[config.mk]
export PLATFORM = sky130hd
export DESIGN_NAME = f2i_round
export DESIGN_NICKNAME = d
export VERILOG_FILES = /design/src/rtl/core/assert_macros.svh /design/src/rtl/core/f2i_pkg.sv /design/src/rtl/core/f2i_round.sv
export SDC_FILE = /design/constraint.sdc
export NUM_CORES = 1
export LEC_CHECK = 0
export ABC_AREA = 1
export BUFFER_PORTS_ARGS = -buffer_cell sky130_fd_sc_hd__buf_2
export CORE_MARGIN = 2
export CORE_UTILIZATION = 35
export DETAILED_ROUTE_END_ITERATION = 8
export GPL_ROUTABILITY_DRIVEN = 0
export PLACE_DENSITY = 0.7
export SYNTH_ARGS = -nofsm -noshare
export SYNTH_HDL_FRONTEND = slang
export SYNTH_SLANG_ARGS = --single-unit
[constraint.sdc]
create_clock -name i_clk -period 4.8 [get_ports i_clk]
set_input_delay 0.96 -clock i_clk [delete_from_list [all_inputs] [get_ports i_clk]]
set_output_delay 0.96 -clock i_clk [all_outputs]
set_load 0.01 [all_outputs]
[src/rtl/core/assert_macros.svh]
// Concurrent assertion helpers; empty when SYNTH is defined.
`ifndef ASSERT_MACROS_SVH
`define ASSERT_MACROS_SVH
`ifndef SYNTH
`define F2I_ASSERT(lbl, clk, rstn, prop) \
    lbl: assert property (@(posedge clk) disable iff (!rstn) (prop)) else $error("check failed");
`define F2I_ASSERT_IMP(lbl, clk, rstn, ante, cons) \
    lbl: assert property (@(posedge clk) disable iff (!rstn) (ante) |-> (cons)) else $error("check failed");
`else
`define F2I_ASSERT(lbl, clk, rstn, prop)
`define F2I_ASSERT_IMP(lbl, clk, rstn, ante, cons)
`endif
`endif

[src/rtl/core/f2i_pkg.sv]
`default_nettype none
package f2i_pkg;
    localparam logic [1:0] ST_OK      = 2'd0;
    localparam logic [1:0] ST_INVALID = 2'd1;
    localparam logic [1:0] ST_RANGE   = 2'd2;

    localparam logic [31:0] NUM_RESET = 32'd32767;
    localparam logic [31:0] DEN_RESET = 32'd40;

    localparam logic [7:0] EXP_ALL_ONES = 8'hff;
    localparam logic [7:0] EXP_UNITY    = 8'd150;
    localparam logic [7:0] EXP_DENORM   = 8'd149;
    localparam logic [7:0] SHIFT_LIMIT  = 8'd63;

    localparam int QUO_BITS = 32;
    localparam logic [32:0] QUO_MAX = 33'd2147483647;

    localparam logic CFG_NUM = 1'b0;
    localparam logic CFG_DEN = 1'b1;

    typedef struct packed {
        logic        neg;
        logic [1:0]  status;
        logic [63:0] dvd;
        logic [63:0] dvs;
    } t_div_in;

    typedef struct packed {
        logic        neg;
        logic [1:0]  status;
        logic [63:0] rem;
        logic [63:0] dvs;
        logic [31:0] quo;
    } t_dstage;
endpackage
`default_nettype wire

[src/rtl/core/f2i_round.sv]
`default_nettype none
module f2i_round (
    input  wire logic             i_clk,
    input  wire logic             i_rst_n,
    input  wire logic             i_valid,
    output logic                  o_ready,
    input  wire f2i_pkg::t_dstage i_item,
    output logic                  o_valid,
    input  wire logic             i_ready,
    output logic signed [31:0]    o_int_value,
    output logic [1:0]            o_status
);
    import f2i_pkg::*;

    logic [64:0]        twice;
    logic [64:0]        dvs_x;
    logic               up;
    logic [32:0]        qr;
    logic [31:0]        mag;
    logic               en;
    logic [1:0]         n_status;
    logic signed [31:0] n_value;
    logic               r_valid;
    logic [1:0]         r_status;
    logic signed [31:0] r_value;

    assign twice = {i_item.rem, 1'b0};
    assign dvs_x = {1'b0, i_item.dvs};
    assign up    = (twice > dvs_x) || (twice == dvs_x && i_item.quo[0]);
    assign qr    = {1'b0, i_item.quo} + 33'(up);
    assign mag   = qr[31:0];

    always_comb begin
        n_status = i_item.status;
        n_value  = '0;
        if (i_item.status == ST_OK) begin
            if (qr > QUO_MAX) begin
                n_status = ST_RANGE;
            end else begin
                n_value = i_item.neg ? $signed(32'd0 - mag) : $signed(mag);
            end
        end
    end

    assign en      = !r_valid || i_ready;
    assign o_ready = en;

    always_ff @(posedge i_clk) begin
        if (!i_rst_n) begin
            r_valid <= 1'b0;
        end else if (en) begin
            r_valid <= i_valid;
        end
        if (en) begin
            r_status <= n_status;
            r_value  <= n_value;
        end
    end

    assign o_valid     = r_valid;
    assign o_status    = r_status;
    assign o_int_value = r_value;
endmodule
`default_nettype wire

==> qor.log <==
[placement] instance count after placement with tap cells included 1,230
[power] largest vdd supply drop 0.134 mV
[global_route] first-pass GRT wire length 24,000 um
[synth] Synth Net Count 1,056
[die] Die Y 125 um
[setup_path] WP data arrival 4.47 ns
[clock_network] Clk pin slew, worst setup/hold paths 0.05 ns
[finish] final core utilization 0.474
[setup_path] CP peak stage delay 0.37 ns
[sta] shortest period the worst path allows 4.44 ns
[sta] slew at the pin with the worst max-slew slack 0.448 ns
[synth] post-synthesis cell count 821
[die] number of top-level pins 203
[sta] Min Hold Slack 0.842 ns
[routing] number of vias per cell 4.67
[synth] portion of synthesized cell area occupied by the leading cell type 0.198
[setup_path] Largest delay share family, worst path simple AND/OR/NAND/NOR gates
[finish] area of all sequential standard cells 1040 um^2
[clock_network] TritonCTS clock tree done
[routing] length of the first detailed-routing pass in iterations 5
[synth] library cell occupying the most area in the post-synthesis netlist sky130_fd_sc_hd__edfxtp_1
[clock_network] clock sinks 35
[global_route] initial antenna violation count 2
[placement] HPWL reported at the end of detailed placement 13,200 um
[setup_path] Critical Path Fanout Max 9
[synth] synth top area cells sky130_fd_sc_hd__edfxtp_1, sky130_fd_sc_hd__nand2_1, sky130_fd_sc_hd__ha_1, sky130_fd_sc_hd__inv_1, sky130_fd_sc_hd__nor2_1
[routing] routed wire length 14,900 um
[finish] fill cell count 1,568
[synth] FFs w/ async S/R, synth 0
[finish] footprint of the multi-input gates 3650 um^2
[clock_network] total number of H-tree levels 2
[sta] post-route clock skew 0.00362 ns
[setup_path] critical setup path kind in2reg
[worst_hold_path] Hold/Removal Path Class reg2reg
[synth] flip-flop and latch count after synthesis 35
[finish] final cell area excluding filler cells 6860 um^2
[die] core region area 14,500 um^2
[routing] Iter 0 DRT Violations 196
[routing] number of routed nets with antenna violations 0
[power] cell area power density 165 nW/um^2
[synth] fraction of the yosys area taken by sequential cells 0.202
[die] initial standard-cell utilization of the core 0.357
[global_route] vias in the first global route 5,431
[die] area of the die 15,700 um^2
[finish] number of nets in the final layout 1,290
[placement] count of buffers inserted at the top-level ports 202
[status] outcome finished, final reports clean
[power] Design Power 1.13 mW
[finish] Area Growth Syn to Fin 32.8%
[global_route] total gr overflow 0
[power] leak pwr 3.78 nW
[synth] post-synth cell types 34
[synth] synthesized area per cell 6.29 um^2
[job] max_cap viols 0
[setup_path] worst reg-to-reg path cell count 2
[routing] DR DRC count 0
[finish] number of inserted diodes 0
[setup_path] number of logic stages on the critical path including buffering 30
[routing] detailed-route via count 5,790
[sta] Final Hold Vio Count 0
[sta] setup repair after global routing missed its margin no
[sta] Max-slew headroom 0.701
[synth] Post-synth top flop sky130_fd_sc_hd__edfxtp_1
[sta] Final setup violation count 0
[worst_hold_path] WHS Path Cells 2
[setup_path] Worst Setup End Kind flop
[clock_network] Clk Latency, worst-skew pair 0.28 ns
[finish] Final Instance Count excl. Fillers 1,240
[setup_path] critical path buffer and inverter count 5
[die] standard-cell row count 44
[sta] period utilisation layout 0.926
[setup_path] Critical-path top delay cell sky130_fd_sc_hd__or3_1
[finish] commonest non-fill, non-tap cell in the layout sky130_fd_sc_hd__nand2_1
[sta] max frequency 225 MHz
[finish] layout cells sized above 1 0.288
[synth] Post-synth EDFFs 34
[sta] accumulated negative setup slack 0 ns
[global_route] largest net degree at the start of global routing 37
[sta] min setup slack post-route 0.357 ns
[routing] post-DR wirelength/cell 12.0 um
[setup_path] Crit path required time 4.83 ns
[setup_path] nature of the critical path startpoint input pin
[die] Die Wd 125 um
[placement] Placement Setup Slack -0.156 ns
[placement] placed inst area 6590 um^2
[clock_network] maximum root-to-sink buffer count 2
[global_route] GR Util All Layers 0.182
[synth] count of warnings emitted by yosys 0
[finish] commonest non-fill, non-tap cells in the layout sky130_fd_sc_hd__nand2_1, sky130_fd_sc_hd__buf_2, sky130_fd_sc_hd__inv_1
[clock_network] Root Buffer sky130_fd_sc_hd__clkbuf_16
[clock_network] TritonCTS Buffers 5
[synth] mapped cell area 5160 um^2
[sta] Pins Over Slew Limit 0
-- cells by family after synthesis --
group	Yosys count	synth area share
AND/OR/NAND/NOR	484	0.411
buffers and inverters	139	0.105
AO/OA/AOI/OAI	73	0.0802
adder cells (fa/ha/maj)	68	0.165
flip-flops	35	0.202
XOR/XNOR	22	0.0373
-- layout make-up --
class / count / share of cell area
multi-input combinational: 647 / 0.532
timing repair buffer: 233 / 0.186
sequential: 35 / 0.152
inverter: 133 / 0.0728
tap: 184 / 0.0336
clock buffer: 5 / 0.0182
clock inverter: 3 / 0.00566
-- synthesized netlist by cell type, types with 3 or more instances --
cell / instances
sky130_fd_sc_hd__o21bai_1: 4
sky130_fd_sc_hd__clkbuf_1: 3
sky130_fd_sc_hd__o21a_1: 3
sky130_fd_sc_hd__inv_1: 130
sky130_fd_sc_hd__buf_6: 3
sky130_fd_sc_hd__a211oi_1: 4
sky130_fd_sc_hd__xor2_1: 18
sky130_fd_sc_hd__xnor2_1: 4
sky130_fd_sc_hd__nor2_2: 27
sky130_fd_sc_hd__a21oi_1: 33
sky130_fd_sc_hd__nand2_1: 247
sky130_fd_sc_hd__nand2_2: 11
sky130_fd_sc_hd__o21ai_0: 19
sky130_fd_sc_hd__o211ai_1: 3
sky130_fd_sc_hd__nor2_1: 109
sky130_fd_sc_hd__nor3_1: 8
sky130_fd_sc_hd__nand3_1: 47
sky130_fd_sc_hd__nor2_4: 7
sky130_fd_sc_hd__edfxtp_1: 34
sky130_fd_sc_hd__ha_1: 68
sky130_fd_sc_hd__nand4_1: 19
-- power by group --
group | total (mW) | switching, mW | internal, mW
combinational | 0.414 | 0.237 | 0.177
sequential | 0.361 | 0.00411 | 0.357
clock | 0.357 | 0.115 | 0.242
-- registers in the layout, indices dropped and copies added (netlist names) --
| signal | cells |
|---|---|
| o_int_value | 32 |
| o_status | 2 |
| o_valid | 1 |
-- tightest hold or removal path, stage by stage (launching register included) --
cell and delay, ns:
sky130_fd_sc_hd__dfxtp_1 0.32, sky130_fd_sc_hd__nand2_1 0.05, sky130_fd_sc_hd__buf_4 0.26
-- what timing repair did --
| item | 4_1_cts | 5_1_grt |
|---|---|---|
| buffers inserted | 0 | 1 |
| hold buffers | 0 | 0 |
| gates resized for setup | 0 | 18 |
| endpoints found under the setup margin | 0 | 33 |
-- layer usage --
layer / routed length [um] / up-vias / track usage / share of wire
met3: 882 / 25 / 0.0252 / 0.059
met1: 6260 / 2474 / 0.216 / 0.42
met2: 7380 / 193 / 0.334 / 0.49
met4: 387 / 0 / 0.0647 / 0.026
li1: - / 3098 / - / -
met5: 0 / - / 0 / 0
-- path summary, 6_finish.rpt --
kind	startpoint	end	slack, ns
max	i_item[36]	o_int_value[12]$_SDFFCE_PP0P_	0.36
min	o_valid$_SDFFE_PN0P_	o_int_value[5]$_SDFFCE_PP0P_	0.84
max reg2reg	o_valid$_SDFFE_PN0P_	o_status[1]$_DFFE_PP_	3.70
min reg2reg	o_valid$_SDFFE_PN0P_	o_int_value[5]$_SDFFCE_PP0P_	0.84
No activity file was read; power rests on OpenSTA's default activity.
