[config.mk]
export PLATFORM = sky130hd
export DESIGN_NAME = f2i_front
export DESIGN_NICKNAME = d
export VERILOG_FILES = /design/src/rtl/core/assert_macros.svh /design/src/rtl/core/f2i_pkg.sv /design/src/rtl/core/f2i_front.sv
export SDC_FILE = /design/constraint.sdc
export NUM_CORES = 2
export LEC_CHECK = 0
export ABC_AREA = 1
export BUFFER_PORTS_ARGS = -buffer_cell sky130_fd_sc_hd__buf_2
export CORE_MARGIN = 2
export CORE_UTILIZATION = 45
export DETAILED_ROUTE_END_ITERATION = 16
export GPL_ROUTABILITY_DRIVEN = 0
export PLACE_DENSITY = 0.69
export SYNTH_ARGS = -nofsm -noshare
export SYNTH_HDL_FRONTEND = slang
export SYNTH_SLANG_ARGS = --single-unit
[constraint.sdc]
create_clock -name i_clk -period 14 [get_ports i_clk]
set_input_delay 4.2 -clock i_clk [delete_from_list [all_inputs] [get_ports i_clk]]
set_output_delay 4.2 -clock i_clk [all_outputs]
set_load 0.005 [all_outputs]
[src/rtl/core/assert_macros.svh]
// Concurrent assertion helpers; empty when SYNTH is defined.
`ifndef ASSERT_MACROS_SVH
`define ASSERT_MACROS_SVH
`ifndef SYNTH
`define F2I_ASSERT(lbl, clk, rstn, prop) \
    lbl: assert property (@(posedge clk) disable iff (!rstn) (prop)) else $error("check failed");
`define F2I_ASSERT_IMP(lbl, clk, rstn, ante, cons) \
    lbl: assert property (@(posedge clk) disable iff (!rstn) (ante) |-> (cons)) else $error("check failed");
`else
`define F2I_ASSERT(lbl, clk, rstn, prop)
`define F2I_ASSERT_IMP(lbl, clk, rstn, ante, cons)
`endif
`endif

[src/rtl/core/f2i_pkg.sv]
`default_nettype none
package f2i_pkg;
    localparam logic [1:0] ST_OK      = 2'd0;
    localparam logic [1:0] ST_INVALID = 2'd1;
    localparam logic [1:0] ST_RANGE   = 2'd2;

    localparam logic [31:0] NUM_RESET = 32'd32767;
    localparam logic [31:0] DEN_RESET = 32'd40;

    localparam logic [7:0] EXP_ALL_ONES = 8'hff;
    localparam logic [7:0] EXP_UNITY    = 8'd150;
    localparam logic [7:0] EXP_DENORM   = 8'd149;
    localparam logic [7:0] SHIFT_LIMIT  = 8'd63;

    localparam int QUO_BITS = 32;
    localparam logic [32:0] QUO_MAX = 33'd2147483647;

    localparam logic CFG_NUM = 1'b0;
    localparam logic CFG_DEN = 1'b1;

    typedef struct packed {
        logic        neg;
        logic [1:0]  status;
        logic [63:0] dvd;
        logic [63:0] dvs;
    } t_div_in;

    typedef struct packed {
        logic        neg;
        logic [1:0]  status;
        logic [63:0] rem;
        logic [63:0] dvs;
        logic [31:0] quo;
    } t_dstage;
endpackage
`default_nettype wire

[src/rtl/core/f2i_front.sv]
`default_nettype none
module f2i_front (
    input  wire logic            i_clk,
    input  wire logic            i_rst_n,
    input  wire logic [31:0]     i_num,
    input  wire logic [31:0]     i_den,
    input  wire logic            i_valid,
    output logic                 o_ready,
    input  wire logic [31:0]     i_float_bits,
    output logic                 o_valid,
    input  wire logic            i_ready,
    output f2i_pkg::t_div_in     o_item
);
    import f2i_pkg::*;

    logic [7:0]   expo;
    logic [22:0]  frac;
    logic [23:0]  mant;
    logic [55:0]  prod;
    logic         en_a;
    logic         en_b;

    logic         r_a_valid;
    logic         r_a_neg;
    logic [1:0]   r_a_status;
    logic         r_a_zero;
    logic         r_a_left;
    logic [7:0]   r_a_sh;
    logic [55:0]  r_a_prod;

    logic [7:0]   n_a_sh;
    logic [127:0] wide_l;
    logic [127:0] wide_r;
    logic         r_b_valid;
    t_div_in      r_b_item;
    t_div_in      n_b_item;

    assign expo = i_float_bits[30:23];
    assign frac = i_float_bits[22:0];
    assign mant = {(expo != 8'd0), frac};
    assign prod = 56'(mant) * 56'(i_num);

    assign en_b    = !r_b_valid || i_ready;
    assign en_a    = !r_a_valid || en_b;
    assign o_ready = en_a;

    always_comb begin
        if (expo >= EXP_UNITY) begin
            n_a_sh = expo - EXP_UNITY;
        end else if (expo == 8'd0) begin
            n_a_sh = EXP_DENORM;
        end else begin
            n_a_sh = EXP_UNITY - expo;
        end
    end

    always_ff @(posedge i_clk) begin
        if (!i_rst_n) begin
            r_a_valid <= 1'b0;
        end else if (en_a) begin
            r_a_valid <= i_valid;
        end
        if (en_a) begin
            r_a_neg    <= i_float_bits[31];
            r_a_status <= (i_den == 32'd0 || expo == EXP_ALL_ONES) ? ST_INVALID : ST_OK;
            r_a_zero   <= (expo == 8'd0) && (frac == 23'd0);
            r_a_left   <= expo >= EXP_UNITY;
            r_a_sh     <= n_a_sh;
            r_a_prod   <= prod;
        end
    end

    assign wide_l = {72'd0, r_a_prod} << r_a_sh;
    assign wide_r = {96'd0, i_den} << r_a_sh;

    always_comb begin
        n_b_item.neg    = r_a_neg;
        n_b_item.status = r_a_status;
        n_b_item.dvd    = 64'd0;
        n_b_item.dvs    = 64'd1;
        if (r_a_status == ST_OK && !r_a_zero) begin
            if (r_a_left) begin
                if (r_a_sh >= SHIFT_LIMIT || (|wide_l[127:64])) begin
                    n_b_item.status = ST_RANGE;
                end else begin
                    n_b_item.dvd = wide_l[63:0];
                    n_b_item.dvs = {32'd0, i_den};
                end
            end else if (r_a_sh < SHIFT_LIMIT) begin
                if (|wide_r[127:64]) begin
                    n_b_item.status = ST_RANGE;
                end else begin
                    n_b_item.dvd = {8'd0, r_a_prod};
                    n_b_item.dvs = wide_r[63:0];
                end
            end
        end
    end

    always_ff @(posedge i_clk) begin
        if (!i_rst_n) begin
            r_b_valid <= 1'b0;
        end else if (en_b) begin
            r_b_valid <= r_a_valid;
        end
        if (en_b) begin
            r_b_item <= n_b_item;
        end
    end

    assign o_valid = r_b_valid;
    assign o_item  = r_b_item;
endmodule
`default_nettype wire

==> results.py <==
metrics = {
    "status": {
        "status": "completed",
    },
    "place": {
        "dpl.cell_count": 6639,
        "portBuffers": 232,
        "dp_hpwl_mm": 97.45,
    },
    "final_layout": {
        "final_util_pct": 47.67,
        "area_delta_synth_final_pct": 5.391,
        "final_common_cell": "nand2_1",
        "layout.nets": 6430,
        "final_cell_mix": "nand2_1 (1637), inv_1 (1115), fa_1 (658)",
        "fin_cells": 6677,
        "drive_gt1_share_pct": 6.019,
    },
    "critical_path": {
        "worstPathRequired_ps": 14280,
        "cp_max_fo": 18,
        "worstSetupStartpointType": "input port",
        "reg2reg_to": "o_item[95]$_SDFFCE_PN0P_",
        "crit_slowest_cell": "clkinv_1",
        "cpPeakStageDelay_ps": 600,
        "r2r_start": "r_a_sh[1]$_DFFE_PP_",
        "worstPathArrival_ps": 11130,
        "crit_start": "i_float_bits[24]",
        "endpoint_kind": "register",
        "reg2reg_depth": 19,
        "critical_path_class": "input port to register",
        "r2r_slack_ps": 8790,
    },
    "synth": {
        "ys_warn_count": 0,
        "synth-edff-count": 199,
        "ys_seq_area_share_pct": 14.85,
        "yosys_register_bits": 201,
        "syn_nets": 6463,
        "avgSynthCellArea_um2": 7.342,
        "synth_cell_types": 50,
        "syn_area_um2": 40520,
        "ys_async_sr_fraction_pct": 0,
        "synthFlopType": "edfxtp_1",
        "syn_inst": 5519,
    },
    "clock_network": {
        "cts_hold_buf": 0,
        "path_clk_slew_ps": 60,
        "clockBufferDepth": 3,
        "numCtsBuffers": 21,
        "cts_tree": "yes",
        "cts_resized": 0,
        "post_cts_buffers": 0,
        "cts_root_buffer": "clkbuf_16",
        "clk-insertion-delay-late_ps": 530,
        "cts_sinks": 201,
        "htreeDepth": 1,
    },
    "sta": {
        "maxSlewHeadroom_pct": 24.84,
        "setup_tns_ps": 0,
        "fmax_mhz": 92.13,
        "hold_slack_ps": 436.6,
        "grt_setup_unrepaired": "false",
        "post-route-period-util_pct": 77.53,
        "finClkSkew_ps": 12.96,
        "worstMarginPinSlew_ps": 1127,
        "setup_viol": 0,
        "final_hold_viol_count": 0,
        "fin_crit_ps": 10850,
        "drv_slew": 0,
    },
    "floorplanning": {
        "start_util_pct": 45.23,
        "die_h_um": 304.1,
        "core_um2": 89600,
        "die_x_um": 304.1,
        "io-pin-count": 233,
        "fp.dieArea_um2": 92470,
        "num_rows": 110,
    },
    "global_routing": {
        "overflow": 0,
        "grt_pass1_wl_mm": 207.0,
        "grt_max_degree": 98,
        "grt_use_total_pct": 28.29,
        "antenna_found_initial": 4,
        "grt_pass1_vias": 37160,
    },
    "min_path": {
        "worstHoldPathCells": 0,
        "holdCritStartpoint": "r_a_neg$_DFFE_PP_",
        "hp-class": "register to register",
        "hold_end": "o_item[130]$_DFFE_PP_",
    },
    "drt": {
        "remaining_drc_errors": 0,
        "final_antenna_net_count": 0,
        "routed_wl_mm": 130.3,
        "avgViaCountPerCell": 5.568,
        "dr.pass1.iters": 8,
        "first_iter_violations": 4430,
        "wl_per_cell_um": 19.52,
        "num_vias": 37176,
    },
    "job": {
        "cap_viol_max_count": 0,
    },
}
## metal layers
metal | track usage (%) | wire, µm
met1 | 36.72 | 49410
met4 | 12.22 | 6745
met3 | 4.791 | 14000
met2 | 46.69 | 60180
met5 | 0 | 13
## flip-flops by register name, summed over array words and instances, names as in the netlist
name	flops
r_a_status	1
r_a_neg	1
o_valid	1
r_a_left	1
r_a_valid	1
o_item	131
r_a_sh	8
r_a_prod	56
r_a_zero	1
## Yosys cell counts (47+ instances only)
cell         n  area [µm²]
o21ai_0     86       430.4
nor2_1     221       829.6
ha_1       186        2327
nand3_1    633        3168
clkbuf_1   207       777.0
fa_1       658       13170
inv_1     1116        4189
buf_2       50       250.2
buf_1       47       176.4
a21oi_1    142       710.7
nand4_1     48       300.3
nand2_1   1638        6148
edfxtp_1   199        5976
## worst max-delay path, delay by kind of cell
kind                     cells  cell delay (ps)
adder cells (fa/ha/maj)      9             3740
XOR/XNOR                     1              140
buffers and inverters        9             1250
AND/OR/NAND/NOR              8             1090
AO/OA/AOI/OAI                4              710
## layout make-up
class,instances,area [µm²]
clock buffers,28,561.8
repair buffers,263,1394
fillers,8992,46890
inverters,1127,4233
multi-input cells,3872,28950
well taps,1176,1471
clock inverters,8,77.57
diodes,2,5.005
flip-flops and latches,201,6016
## cells by family (layout without fill, tap and decap cells)
logic type | count (synthesis) | after routing | share of synthesized area (%)
flops | 201 | 201 | 14.85
buf+inv | 1446 | 1426 | 13.79
xor+xnor | 59 | 59 | 1.275
mux | 1 | 1 | 0.02470
compound gates | 333 | 333 | 4.527
other cells | 0 | 2 | 0
fa+ha+maj | 844 | 844 | 38.25
simple gates | 2635 | 2635 | 27.29
## how the worst max path moves through the flow
stage | to | slack (ps) | depth (start not counted)
3_3_place_gp | r_a_prod[55]$_DFFE_PP_ | 2780 | 28
3_5_place_dp | r_a_prod[54]$_DFFE_PP_ | 2590 | 31
2_1_floorplan | r_a_prod[55]$_DFFE_PP_ | 3120 | 28
4_1_cts | r_a_prod[54]$_DFFE_PP_ | 3150 | 31
6_report | r_a_prod[54]$_DFFE_PP_ | 3150 | 31
5_1_grt | r_a_prod[55]$_DFFE_PP_ | 2750 | 28
## metrics by stage
step | setup slack (ps) | cell area (µm²)
after floorplan | 3122 | 40520
after global placement | 2781 | 42060
after detailed placement | 2593 | 42060
after CTS | 3147 | 42700
after global routing | 2750 | 42710
final | 3146 | 42710
Power is left out: the tool's default activity adds up to more than one toggle a clock period on the data nets, which glitch-free logic cannot reach.
